$ cat src/rtl/core/assert_macros.svh
// Assertion macros shared by the RTL of the surface normal unit.
// Expects clk_i and rst_ni in the scope where a macro is used.
`ifndef ASSERT_MACROS_SVH
`define ASSERT_MACROS_SVH

// Check a property at every rising clock edge outside reset.
`define ASSERT_CLK(label, prop, msg) \
  label: assert property (@(posedge clk_i) disable iff (!rst_ni) prop) \
    else $error(msg);

// Check that a condition never holds at a rising clock edge outside reset.
`define ASSERT_NEVER(label, expr, msg) \
  `ASSERT_CLK(label, !(expr), msg)

`endif

$ cat src/rtl/core/gsn_pkg.sv
// Shared types, constants and helper functions of the surface normal unit.
// No dependencies; gsn_ctrl, gsn_datapath, the top level and the bench import it.
`timescale 1ns / 1ps

package gsn_pkg;

  localparam int MAX_COLS_DEF   = 1024;
  localparam int COORD_BITS_DEF = 16;
  localparam int NORM_W         = 16;   // Q1.14 output components
  localparam int FRAC_SHIFT     = 14;   // 1.0 == 2**14
  localparam int COLS_W         = 11;
  localparam int ROWS_W         = 16;
  localparam int CFG_IDX_W      = 2;
  localparam int CFG_DATA_W     = 16;

  localparam logic [COLS_W-1:0]    COLS_RESET = 11'd1024;
  localparam logic [ROWS_W-1:0]    ROWS_RESET = 16'd1024;
  localparam logic [CFG_IDX_W-1:0] REG_COLS   = 2'd0;
  localparam logic [CFG_IDX_W-1:0] REG_ROWS   = 2'd1;

  // Width of the summed cross product components; capped at 64 bits.
  function automatic int acc_width(int cb);
    return (2 * cb + 4 > 64) ? 64 : 2 * cb + 4;
  endfunction

  typedef enum logic [4:0] {
    ST_IDLE,
    ST_RD_UP,
    ST_RD_C,
    ST_RD_L,
    ST_RD_R,
    ST_RD_LAST,
    ST_X_LOAD,
    ST_X_MUL,
    ST_SQ,
    ST_SQ_WAIT,
    ST_ZCHK,
    ST_SQRT,
    ST_DIV_INIT,
    ST_DIV,
    ST_DIV_END,
    ST_OUT
  } ctrl_state_e;

  typedef enum logic [1:0] {
    RD_UP,
    RD_C,
    RD_L,
    RD_R
  } rd_sel_e;

  typedef enum logic [3:0] {
    OP_X_P,
    OP_X_N,
    OP_Y_P,
    OP_Y_N,
    OP_Z_P,
    OP_Z_N,
    OP_SQ_HH,
    OP_SQ_HL,
    OP_SQ_LL
  } mul_op_e;

  typedef struct packed {
    logic       accept;
    logic       rd_en;
    rd_sel_e    rd_sel;
    logic       cap_en;
    rd_sel_e    cap_sel;
    logic       mem_we;
    logic       tri_load;
    logic [1:0] tri_idx;
    logic       mul_en;
    mul_op_e    mul_op;
    logic [1:0] comp_idx;
    logic       sqrt_init;
    logic       sqrt_step;
    logic       div_init;
    logic       div_step;
    logic       div_store;
    logic       res_load;
  } gsn_cmd_t;

  typedef struct packed {
    logic [3:0] tri_en;
    logic       r_zero;
    logic       sum_zero;
    logic       out_full;
  } gsn_status_t;

  // Six partial products of one cross product, in issue order.
  function automatic mul_op_e cross_op(logic [2:0] step);
    mul_op_e op;
    unique case (step)
      3'd0:    op = OP_X_P;
      3'd1:    op = OP_X_N;
      3'd2:    op = OP_Y_P;
      3'd3:    op = OP_Y_N;
      3'd4:    op = OP_Z_P;
      default: op = OP_Z_N;
    endcase
    return op;
  endfunction

  // Three partial products of one squared magnitude.
  function automatic mul_op_e sq_op(logic [1:0] part);
    mul_op_e op;
    unique case (part)
      2'd0:    op = OP_SQ_HH;
      2'd1:    op = OP_SQ_HL;
      default: op = OP_SQ_LL;
    endcase
    return op;
  endfunction

endpackage

$ cat src/rtl/core/gsn_ctrl.sv
// Sequencer of the surface normal unit: steps one item through reads,
// cross products, squares, square root and divisions. Uses gsn_pkg.
`timescale 1ns / 1ps

module gsn_ctrl
  import gsn_pkg::*;
#(
  parameter int COORD_BITS = COORD_BITS_DEF
) (
  input  logic        clk_i,
  input  logic        rst_ni,
  input  logic        in_valid_i,
  output logic        in_ready_o,
  input  gsn_status_t status_i,
  output gsn_cmd_t    cmd_o
);

  localparam int ACC_W = acc_width(COORD_BITS);
  localparam int DV_W  = ACC_W + FRAC_SHIFT;
  localparam int CNT_W = $clog2(DV_W + 1);

  localparam logic [CNT_W-1:0] LAST_CROSS = CNT_W'(5);
  localparam logic [CNT_W-1:0] LAST_PART  = CNT_W'(2);
  localparam logic [CNT_W-1:0] LAST_SQRT  = CNT_W'(ACC_W - 1);
  localparam logic [CNT_W-1:0] LAST_DIV   = CNT_W'(DV_W - 1);
  localparam logic [1:0]       LAST_TRI   = 2'd3;
  localparam logic [1:0]       LAST_COMP  = 2'd2;

  ctrl_state_e      state_q, state_d;
  logic [CNT_W-1:0] cnt_q, cnt_d;
  logic [1:0]       tri_q, tri_d;
  logic [1:0]       comp_q, comp_d;

  always_ff @(posedge clk_i or negedge rst_ni) begin
    if (!rst_ni) begin
      state_q <= ST_IDLE;
      cnt_q   <= '0;
      tri_q   <= '0;
      comp_q  <= '0;
    end else begin
      state_q <= state_d;
      cnt_q   <= cnt_d;
      tri_q   <= tri_d;
      comp_q  <= comp_d;
    end
  end

  // Next state
  always_comb begin
    state_d = state_q;
    cnt_d   = cnt_q;
    tri_d   = tri_q;
    comp_d  = comp_q;
    unique case (state_q)
      ST_IDLE: begin
        if (in_valid_i) begin
          state_d = ST_RD_UP;
        end
      end
      ST_RD_UP:   state_d = ST_RD_C;
      ST_RD_C:    state_d = ST_RD_L;
      ST_RD_L:    state_d = ST_RD_R;
      ST_RD_R:    state_d = ST_RD_LAST;
      ST_RD_LAST: begin
        tri_d   = '0;
        state_d = status_i.r_zero ? ST_IDLE : ST_X_LOAD;
      end
      ST_X_LOAD: begin
        cnt_d  = '0;
        comp_d = '0;
        if (status_i.tri_en[tri_q]) begin
          state_d = ST_X_MUL;
        end else if (tri_q == LAST_TRI) begin
          state_d = ST_SQ;
        end else begin
          tri_d = tri_q + 2'd1;
        end
      end
      ST_X_MUL: begin
        if (cnt_q == LAST_CROSS) begin
          cnt_d  = '0;
          comp_d = '0;
          if (tri_q == LAST_TRI) begin
            state_d = ST_SQ;
          end else begin
            tri_d   = tri_q + 2'd1;
            state_d = ST_X_LOAD;
          end
        end else begin
          cnt_d = cnt_q + CNT_W'(1);
        end
      end
      ST_SQ: begin
        if (cnt_q == LAST_PART) begin
          cnt_d = '0;
          if (comp_q == LAST_COMP) begin
            state_d = ST_SQ_WAIT;
          end else begin
            comp_d = comp_q + 2'd1;
          end
        end else begin
          cnt_d = cnt_q + CNT_W'(1);
        end
      end
      ST_SQ_WAIT: state_d = ST_ZCHK;
      ST_ZCHK: begin
        cnt_d   = '0;
        state_d = status_i.sum_zero ? ST_OUT : ST_SQRT;
      end
      ST_SQRT: begin
        if (cnt_q == LAST_SQRT) begin
          comp_d  = '0;
          state_d = ST_DIV_INIT;
        end else begin
          cnt_d = cnt_q + CNT_W'(1);
        end
      end
      ST_DIV_INIT: begin
        cnt_d   = '0;
        state_d = ST_DIV;
      end
      ST_DIV: begin
        if (cnt_q == LAST_DIV) begin
          state_d = ST_DIV_END;
        end else begin
          cnt_d = cnt_q + CNT_W'(1);
        end
      end
      ST_DIV_END: begin
        if (comp_q == LAST_COMP) begin
          state_d = ST_OUT;
        end else begin
          comp_d  = comp_q + 2'd1;
          state_d = ST_DIV_INIT;
        end
      end
      ST_OUT: begin
        if (!status_i.out_full) begin
          state_d = ST_IDLE;
        end
      end
      default: state_d = ST_IDLE;
    endcase
  end

  // Outputs
  always_comb begin
    cmd_o          = '0;
    cmd_o.rd_sel   = RD_UP;
    cmd_o.cap_sel  = RD_UP;
    cmd_o.mul_op   = OP_X_P;
    cmd_o.tri_idx  = tri_q;
    cmd_o.comp_idx = comp_q;
    in_ready_o     = 1'b0;
    unique case (state_q)
      ST_IDLE: begin
        in_ready_o   = 1'b1;
        cmd_o.accept = in_valid_i;
      end
      ST_RD_UP: begin
        cmd_o.rd_en  = 1'b1;
        cmd_o.rd_sel = RD_UP;
      end
      ST_RD_C: begin
        cmd_o.rd_en   = 1'b1;
        cmd_o.rd_sel  = RD_C;
        cmd_o.cap_en  = 1'b1;
        cmd_o.cap_sel = RD_UP;
      end
      ST_RD_L: begin
        cmd_o.rd_en   = 1'b1;
        cmd_o.rd_sel  = RD_L;
        cmd_o.cap_en  = 1'b1;
        cmd_o.cap_sel = RD_C;
      end
      ST_RD_R: begin
        cmd_o.rd_en   = 1'b1;
        cmd_o.rd_sel  = RD_R;
        cmd_o.cap_en  = 1'b1;
        cmd_o.cap_sel = RD_L;
      end
      ST_RD_LAST: begin
        cmd_o.cap_en  = 1'b1;
        cmd_o.cap_sel = RD_R;
        cmd_o.mem_we  = 1'b1;
      end
      ST_X_LOAD: cmd_o.tri_load = status_i.tri_en[tri_q];
      ST_X_MUL: begin
        cmd_o.mul_en = 1'b1;
        cmd_o.mul_op = cross_op(cnt_q[2:0]);
      end
      ST_SQ: begin
        cmd_o.mul_en = 1'b1;
        cmd_o.mul_op = sq_op(cnt_q[1:0]);
      end
      ST_SQ_WAIT:  ;
      ST_ZCHK:     cmd_o.sqrt_init = 1'b1;
      ST_SQRT:     cmd_o.sqrt_step = 1'b1;
      ST_DIV_INIT: cmd_o.div_init  = 1'b1;
      ST_DIV:      cmd_o.div_step  = 1'b1;
      ST_DIV_END:  cmd_o.div_store = 1'b1;
      ST_OUT:      cmd_o.res_load  = !status_i.out_full;
      default:     ;
    endcase
  end

endmodule

$ cat config.mk
export PLATFORM = sky130hd
export DESIGN_NAME = gsn_ctrl
export DESIGN_NICKNAME = d
export VERILOG_FILES = /design/src/rtl/core/assert_macros.svh /design/src/rtl/core/gsn_pkg.sv /design/src/rtl/core/gsn_ctrl.sv
export SDC_FILE = /design/constraint.sdc
export NUM_CORES = 1
export LEC_CHECK = 0
export BUFFER_PORTS_ARGS = -buffer_cell sky130_fd_sc_hd__buf_2
export CAP_MARGIN = 20
export CORE_MARGIN = 3
export CORE_UTILIZATION = 30
export CTS_BUF_LIST = sky130_fd_sc_hd__clkbuf_4
export CTS_CLUSTER_SIZE = 40
export DETAILED_ROUTE_END_ITERATION = 7
export GPL_ROUTABILITY_DRIVEN = 0
export PLACE_DENSITY = 0.59
export SLEW_MARGIN = 10
export SYNTH_ARGS = -nofsm -noshare
export SYNTH_HDL_FRONTEND = slang
export SYNTH_SLANG_ARGS = --single-unit
$ cat constraint.sdc
create_clock -name clk_i -period 1.75 [get_ports clk_i]
set_input_delay 0.0875 -clock clk_i [delete_from_list [all_inputs] [get_ports clk_i]]
set_output_delay 0.0875 -clock clk_i [all_outputs]
set_load 0.01 [all_outputs]
# Yosys cells after proc, flatten, opt, wreduce, memory -nomap -nowiden
# Cells that the tools add are included.
classes:
  reduce_logical: 12
  magnitude_cmp: 1
  n_mux: 45
  n_addsub: 3
  eq_ne: 37
op_table:
  columns: ["op", "count"]
  rows:
  - ["$pmux W5 S16", 1]
  - ["$mux W5", 9]
  - ["$eq A5 B4 Y1 const B", 8]
  - ["$pmux W6 S5", 1]
  - ["$mux W6", 4]
  - ["$pmux W3 S4", 2]
  - ["$eq A5 B3 Y1 const B", 4]
  - ["$ne A2 B2 Y1 const B", 10]
  - ["$mux W2", 8]
  - ["$pmux W3 S5", 1]
  - ["$eq A6 B6 Y1 const B", 2]
  - ["$mux W1", 11]
  - ["$eq A5 B2 Y1 const B", 2]
  - ["$pmux W2 S5", 1]
  - ["$pmux W5 S2", 1]
  - ["$reduce_bool A5 Y1", 2]
  - ["$pmux W4 S2", 1]
  - ["$reduce_and A8 Y1", 1]
  - ["$add A6 B1 Y6 const B", 1]
  - ["$eq A3 B2 Y1 const B", 2]
  - ["$eq A6 B2 Y1 const B", 1]
  - ["$eq A6 B3 Y1 const B", 1]
  - ["$mux W3", 2]
  - ["$pmux W2 S3", 1]
  - ["other kinds (18)", 21]
word_totals:
  in_bits: 10
  output_inout_bits: 25
  ff_bits: 15
  word_cells: 102

# Logic depth before layout (Yosys ltp)
# Gate-level depths: netlist (run 1).
depth:
  word_depth: 4
  mapped_depth: 9
  mapped_depth_nobuf: 7

# Worst setup path after synthesis (run 1)
# Ideal clock, no wire load.
synth_timing:
  path_kind: "register to register"
  start: "register tri_q[0]"
  end: "register state_q[0]"
  required_time_ps: 1622
  path_slack_ps: -182
  path_buffers: 0
  setup_time_ps: 128
  period_less_slack_ps: 1932
  path_stages_with_launch: 6
  arrival_time_ps: 1804
  path_cell_list: "dfrtp_1 mux4_2 nor4_4 a221oi_2 nand4_2 mux2_1"
synth_between:
  elab_chain_len: 4
  elab_cells_between_ends: 7
  cone_classes: "2 x eq/ne; 4 x mux; 1 x reduce/logical"
synth_lines:
  columns: ["element", "line_no", "rtl"]
  rows:
  - ["start: declaration", "gsn_ctrl.sv:31", "logic [1:0] tri_q, tri_d;"]
  - ["start signal: assignment", "gsn_ctrl.sv:43", "tri_q <= tri_d;"]
  - ["$bmux W1 S2", "gsn_ctrl.sv:71", "if (status_i.tri_en[tri_q]) begin"]
  - ["$mux W1 (not written as such)", "gsn_ctrl.sv:71", null]
  - ["$mux W5 / $ne A3 B3 Y1 (equally long branches)", null, null]
  - ["$pmux W5 S16 / $reduce_and A8 Y1 (equally long branches)", null, null]
  - ["end signal: assignment", "gsn_ctrl.sv:41", "state_q <= state_d;"]
  - ["end: declaration", "gsn_ctrl.sv:29", "ctrl_state_e state_q, state_d;"]
# Parallel ways exist; a longest one is shown, timed or not. The select of a mux whose other input is x is not followed.
# A chain may end at the register's enable or synchronous reset.

==> run_results.csv, run 1 <==
group,metric,value,unit
cts,tritoncts,"done",
logic_synthesis,synth.distinct_cells,53,
setup_path,cp_data_arrival_time,1850,ps
cts,h-tree-depth,1,
cts,clock_path_buffers,2,
setup_path,reg2reg_slack,-150,ps
logic_synthesis,synth_area,0.00146,mm²
sta,min_period,1930,ps
place,dpl_worst_slack,-107,ps
logic_synthesis,ys.flop_type,"dfrtp_1",
sta,hold_viol,0,
setup_path,r2r_end,"comp_q[1]",
sta,worstMarginPinSlew,382,ps
routing,drtIter0Drc,126,
global_route,grt_usage,16.6,%
setup_path,cp_max_fo,4,
cts,clock_sinks,14,
power_and_ir_drop,power,4.11,mW
cells_and_area,layout_common_cells,"buf_4, buf_2, nor2_1",
global_route,grt_max_degree,15,
cells_and_area,register_area,357,µm²
setup_path,critPathRequiredTime,1660,ps
cts,clk_latency,290,ps
cells_and_area,layout-drive-gt1-share,56.0,%
cts,cts_inserted_buffers,3,
setup_path,cp-end-kind,"output pin",
global_route,grt_pass1_vias,1533,
logic_synthesis,yosys.area_share.simple,31.7,%
setup_path,reg2reg_from,"state_q[0]",
logic_synthesis,synth-seq-cells,14,
cells_and_area,fillers,425,
logic_synthesis,synth_edf_count,0,
routing,first_pass_iters,4,
routing,via_per_inst,5.40,
sta,slew_headroom,74.6,%
setup_path,critPathLaunchType,"flop",
logic_synthesis,async_reset_ff_share,100,%
logic_synthesis,synth_area_leaders,"dfrtp_1, ha_1, nand2_1",
floorplan,rows,24,
floorplan,die-area,0.00573,mm²
cells_and_area,post-route-util,52.4,%
floorplan,initial_utilization,32.3,%
worst_hold_path,min_to,"state_q[3]",
sta,rsz0062_at_grt,"yes",
cells_and_area,layout_commonest_cell,"buf_4",
run,max_cap_violations,0,
floorplan,core,0.00450,mm²
logic_synthesis,ys_seq_area_share,24.1,%
logic_synthesis,synth_compound_area_share,20.3,%
global_route,overflow,0,
setup_path,worst_path_max_delay_cell,"dfrtp_2",
logic_synthesis,synth_top_family_by_area,"simple AND/OR/NAND/NOR gates",
setup_path,path_class,"flop to output pin",
floorplan,die_h,75.7,µm
routing,postRouteAntennaNets,0,
sta,fmax,517,MHz
logic_synthesis,synth_nets,196,
setup_path,cp.buffers_inverters,2,
setup_path,r2r_cells,6,
routing,routed_wl,4760,µm
outcome,violations,"setup timing",
setup_path,slowest_delay,460,ps
cells_and_area,fin_nets,277,
setup_path,critical_path.cell_chain,"ha_4, buf_6, or3_1, a21oi_2, nor2_1, o21ai_1, buf_2",
sta,fin_skew,3.70,ps
worst_hold_path,hold_depth,3,
sta,setup_violations,13,
floorplan,die_x,75.7,µm
logic_synthesis,synthMuxAreaShare,8.25,%
routing,via_count,1680,
logic_synthesis,yosysTopAreaCell,"dfrtp_1",
sta,setup_ws,-183,ps
logic_synthesis,yosysTopAreaCellShare,24.1,%
worst_hold_path,hold_class,"primary input to flop",
setup_path,crit_family,"flip-flops",
sta,holdWs,148,ps
cells_and_area,multi_input_area,0.00125,mm²
cells_and_area,n_antenna_cell,0,
global_route,antenna_found_initial,0,
global_route,grt_pass1_wl,7330,µm
cells_and_area,area_delta_synth_final,61.9,%
routing,drc_errors,0,
sta,post-route-period-util,110,%
worst_hold_path,hold_start,"status_i[0]",
cts,root_buffer,"clkbuf_4",
outcome,status,"complete, but fails checks",
place,port_buffers,34,
logic_synthesis,synthCells,179,
sta,finalMaxSlewViolations,0,
power_and_ir_drop,p_per_area,1740,mW/mm²
power_and_ir_drop,ir_worst_vdd,664,µV
logic_synthesis,ys_warn_count,0,
logic_synthesis,avgSynthCellArea,8.14,µm²
logic_synthesis,synth_adder_area_share,6.01,%
logic_synthesis,synthXorXnorAreaFrac,1.80,%
cts,clk_pin_slew,100,ps
floorplan,io_pins,35,
power_and_ir_drop,p_leak,1.09,nW
routing,wire_per_inst,15.3,µm
place,place_area,0.00195,mm²
place,dp_hpwl,3320,µm
cells_and_area,design_area,0.00236,mm²
-- worst min-delay path: stages --
cell     delay, ps
buf_2          100
a21oi_1        110
nand4_1        110
-- state kept, by name, indices dropped and copies added (netlist names) --
signal	count
cnt_q	6
state_q	4
comp_q	2
tri_q	2
-- per-stage QoR --
stage	std cells	TNS, ps
2_1_floorplan	179	-223
3_3_place_gp	294	-258
3_5_place_dp	294	-522
4_1_cts	307	-1400
5_1_grt	311	-2920
6_report	311	-1430
-- cells in the mapped netlist, drive strengths merged, types with 2 or more instances --
cell type	instances
nand2	19
nor2	17
dfrtp	14
a21oi	13
buf	12
o21ai	9
ha	7
nand3	7
mux2	6
nor3	6
inv	5
nand2b	5
nand4	5
or3	5
nor2b	4
a31oi	3
and2	3
mux2i	3
o22ai	3
o31ai	3
a21o	2
a32o	2
a32oi	2
and3	2
clkbuf	2
nor4	2
or2b	2
xnor2	2
-- routing by layer --
metal | vias up | global-route usage (%) | share of wire (%)
met1 | 806 | 22.0 | 43
li1 | 815 | - | -
met3 | 8 | 2.24 | 3.8
met4 | 0 | 4.08 | 1.5
met2 | 51 | 28.5 | 51
met5 | - | 0 | 0
-- cells by family after synthesis --
family                     count (synthesis)
AOI/OAI and AO/OA                         44
xor gates and xnor gates                   3
adders and majority gates                  7
buffers and inverters                     19
and+or+nand+nor                           82
DFF                                       14
muxes                                     10
-- cell type report --
class                      instances  share of cell area, %
clock buffer                       3                  0.955
sequential                        14                   15.1
clock inverter                     1                  0.159
multi-input combinational        146                   52.9
inverter                           5                  0.796
tap                               52                   2.76
timing repair buffer              90                   27.3
-- worst max path at each step --
stage | from | endpoint | cells after the start
CTS | cnt_q[1] | cmd_o[8] | 8
detailed placement | cnt_q[1] | state_q[0] | 6
global route | cnt_q[1] | state_q[1] | 7
global placement | cnt_q[1] | state_q[2] | 6
floorplan | state_q[2] | state_q[0] | 6
finish | cnt_q[0] | cmd_o[8] | 7
-- where the power goes --
group          internal, mW  total, mW  switching [mW]
sequential            0.437      0.557           0.120
combinational          1.71       3.34            1.63
clock                0.0829      0.209           0.126
total                  2.23       4.11            1.88
-- what timing repair did --
item                                   in CTS  in global routing
pin swaps                                  11                 10
gates cloned                                0                  1
hold buffers                                1                  0
setup endpoints to repair                  15                 26
gates resized for setup                    31                 34
setup buffers                               8                  4
endpoints found under the hold margin      14                  0
No activity file was read; power rests on OpenSTA's default activity.
==> inputs of run 2 (changes only) <==
--- a/config.mk
+++ b/config.mk
@@ -5,6 +5,7 @@
 export SDC_FILE = /design/constraint.sdc
 export NUM_CORES = 1
 export LEC_CHECK = 0
+export ABC_AREA = 1
 export BUFFER_PORTS_ARGS = -buffer_cell sky130_fd_sc_hd__buf_2
 export CAP_MARGIN = 20
 export CORE_MARGIN = 3
@@ -12,8 +13,7 @@
 export CTS_BUF_LIST = sky130_fd_sc_hd__clkbuf_4
 export CTS_CLUSTER_SIZE = 40
 export DETAILED_ROUTE_END_ITERATION = 7
-export GPL_ROUTABILITY_DRIVEN = 0
-export PLACE_DENSITY = 0.59
+export PLACE_DENSITY = 0.52
 export SLEW_MARGIN = 10
 export SYNTH_ARGS = -nofsm -noshare
 export SYNTH_HDL_FRONTEND = slang
==> run 2 against run 1 <==
Effect of this change:
- the flow now finishes without violations
- register-to-register slack improved by 290 ps
- synthesized cell count increased by 51%
- clock power decreased by 9%
- flip-flop and latch count unchanged
- worst setup slack improved by 270 ps
- maximum frequency increased by 16%
- clock-buffer cell count unchanged
- die area increased by 3.6%
- sequential power increased by 12%
- combinational power decreased by 34%
- global-route usage decreased by 0.51 points
- critical path type unchanged
==> run_results.csv, run 2 <==
group,metric,value,unit
global_route,grt_pass1_wl,7840,µm
worst_hold_path,hold_start,"status_i[2]",
routing,via_per_inst,4.59,
setup_path,cp_data_arrival_time,1580,ps
sta,worstMarginPinSlew,374,ps
setup_path,crit_family,"flip-flops",
floorplan,die-area,0.00593,mm²
logic_synthesis,synth.distinct_cells,26,
routing,postRouteAntennaNets,0,
logic_synthesis,synth_area_leaders,"nand2_1, dfrtp_1, nor2_1",
power_and_ir_drop,p_per_area,1460,mW/mm²
cells_and_area,fillers,535,
floorplan,die_h,77.0,µm
outcome,status,"complete, no violations",
cells_and_area,max_flop_register,"cnt_q",
cts,clk_latency,270,ps
floorplan,die_x,77.0,µm
logic_synthesis,avgSynthCellArea,5.60,µm²
place,dpl_worst_slack,86.9,ps
sta,min_period,1660,ps
cells_and_area,layout-drive-gt1-share,32.9,%
setup_path,path_common_cell,"buf_6",
routing,wire_per_inst,12.0,µm
setup_path,path_class,"flop to output pin",
logic_synthesis,ys_warn_count,0,
worst_hold_path,hold_class,"primary input to flop",
sta,rsz0062_at_grt,"yes",
logic_synthesis,yosysTopAreaCell,"nand2_1",
logic_synthesis,synth_edf_count,0,
routing,first_pass_iters,4,
cells_and_area,fin_nets,343,
setup_path,critical_path.cell_chain,"nand2_4, buf_6, nor2_2, inv_2, o21ai_1, or2_2, buf_6",
logic_synthesis,ys_seq_area_share,23.2,%
floorplan,initial_utilization,31.6,%
cells_and_area,layout.cells.non_filler,392,
floorplan,core,0.00479,mm²
logic_synthesis,synth_area,0.00151,mm²
routing,via_count,1801,
setup_path,cp.buffers_inverters,3,
logic_synthesis,synthTopCellsByCount,"nand2_1, nor2_1, inv_1, nand3_1, o21ai_0",
global_route,grt_usage,16.1,%
setup_path,critPathRequiredTime,1660,ps
logic_synthesis,synth-seq-cells,14,
setup_path,worst_path_max_delay_cell,"dfrtp_2",
power_and_ir_drop,ir_worst_vdd,407,µV
cells_and_area,area_delta_synth_final,37.5,%
routing,drc_errors,0,
cells_and_area,largest_register_ffs,6,
sta,fmax,601,MHz
logic_synthesis,synthCells,270,
logic_synthesis,async_reset_ff_share,100,%
global_route,grt_max_degree,15,
place,dp_hpwl,3750,µm
cts,root_buffer,"clkbuf_4",
power_and_ir_drop,power,3.04,mW
cts,tritoncts,"done",
cts,clk_pin_slew,90,ps
sta,setup_tns,0,ps
sta,setup_ws,86.5,ps
logic_synthesis,yosysTopAreaCellShare,25.3,%
setup_path,cp-startpoint,"state_q[2]",
setup_path,slowest_delay,490,ps
sta,setup_violations,0,
cts,clock_sinks,14,
cells_and_area,top_regs,"cnt_q x6, state_q x4",
sta,slew_headroom,75.0,%
global_route,overflow,0,
setup_path,critPathLaunchType,"flop",
floorplan,rows,25,
power_and_ir_drop,p_leak,1.17,nW
sta,hold_viol,0,
sta,finalMaxSlewViolations,0,
cts,cts_inserted_buffers,3,
place,port_buffers,34,
setup_path,reg2reg_from,"state_q[1]",
routing,drtIter0Drc,119,
global_route,antenna_found_initial,0,
cts,h-tree-depth,1,
logic_synthesis,ys.flop_type,"dfrtp_1",
cells_and_area,layout_commonest_cell,"nand2_1",
global_route,grt_pass1_vias,1673,
sta,post-route-period-util,95.1,%
sta,fin_skew,2.51,ps
routing,routed_wl,4700,µm
floorplan,io_pins,35,
place,place_congestion,0.822,
place,dpl.cell_count,382,
logic_synthesis,yosysMostFrequentCell,"nand2_1",
cells_and_area,layout_common_cells,"nand2_1, nor2_1, buf_2",
setup_path,cp_max_fo,7,
run,max_cap_violations,0,
cts,clock_path_buffers,2,
setup_path,cp-end-kind,"output pin",
cells_and_area,n_antenna_cell,0,
logic_synthesis,synth_nets,287,
run 2: cell types whose count changed in the layout (fill, tap and decap cells not counted), moves of 7 or more:
cell,previous run,this run
nand2_1,15,92
buf_4,40,15
inv_1,4,26
nand3_1,5,24
nor2_1,16,33
nor2_2,1,12
a21oi_1,10,1
buf_6,14,5
inv_2,1,8
nand2_2,3,10
run 2: repair_timing:
item	in CTS	in global routing
endpoints found under the setup margin	4	18
buffers inserted	2	4
endpoints found under the hold margin	14	0
hold buffers	1	0
gates resized for setup	16	38
pin swaps	6	1
run 2: final cells by class:
| type | instances | area, µm² | share of cell area, % |
|---|---|---|---|
| inverter | 34 | 128 | 6.14 |
| timing repair buffer | 54 | 344 | 16.5 |
| tap | 67 | 83.8 | 4.03 |
| sequential | 14 | 357 | 17.1 |
| clock buffer | 3 | 22.5 | 1.08 |
| clock inverter | 1 | 3.75 | 0.181 |
| multi-input combinational | 219 | 1140 | 54.9 |
run 2: path summary, 6_finish.rpt:
path	to	slack, ps	cells after the start
hold / removal	state_q[1]	210	6
setup / recovery	cmd_o[19]	90	7
hold reg to reg	comp_q[0]	530	2
max in group asynchronous	cnt_q[0]	1230	2
min in group asynchronous	tri_q[1]	240	2
setup reg to reg	cnt_q[4]	140	10
run 2: where the power goes:
part           leakage [nW]  total, mW  internal (mW)  switching, mW
registers             0.180      0.625          0.437          0.188
clock network        0.0154      0.190         0.0825          0.108
logic                 0.975       2.22          0.893           1.33
total                  1.17       3.04           1.41           1.62
run 2: cell families (layout without fill, tap and decap cells):
| kind of cell | count (synthesis) | in the layout | synth area share (%) |
|---|---|---|---|
| buffers and inverters | 37 | 92 | 9.51 |
| AO/OA/AOI/OAI | 23 | 23 | 8.27 |
| XOR/XNOR | 1 | 1 | 0.579 |
| adder cells (fa/ha/maj) | 7 | 7 | 5.79 |
| flip-flops | 14 | 14 | 23.2 |
| AND/OR/NAND/NOR | 188 | 188 | 52.7 |
run 2: layer usage:
layer  track usage [%]  up-vias  part of all wire [%]
met5                 0        -                     0
li1                  -      958                     -
met1              24.5      801                    52
met3              2.70        2                   4.9
met2              23.7       40                    42
met4              2.85        0                  0.60
run 2: stage by stage:
step	hold WS [ps]	instance area [µm²]	util (%)
after floorplan	-208	1510	-
after global placement	17.8	1860	38.8
after detailed placement	18.6	1860	38.8
after CTS	212	1940	40.6
after global routing	250	2080	43.5
final	208	2080	43.5
run 2: worst min-delay path, cell delays in order:
cell and delay (ps):
buf_2 70, o21ai_0 70, inv_1 70, nand2_1 50, nand2_1 60, nand2_1 50
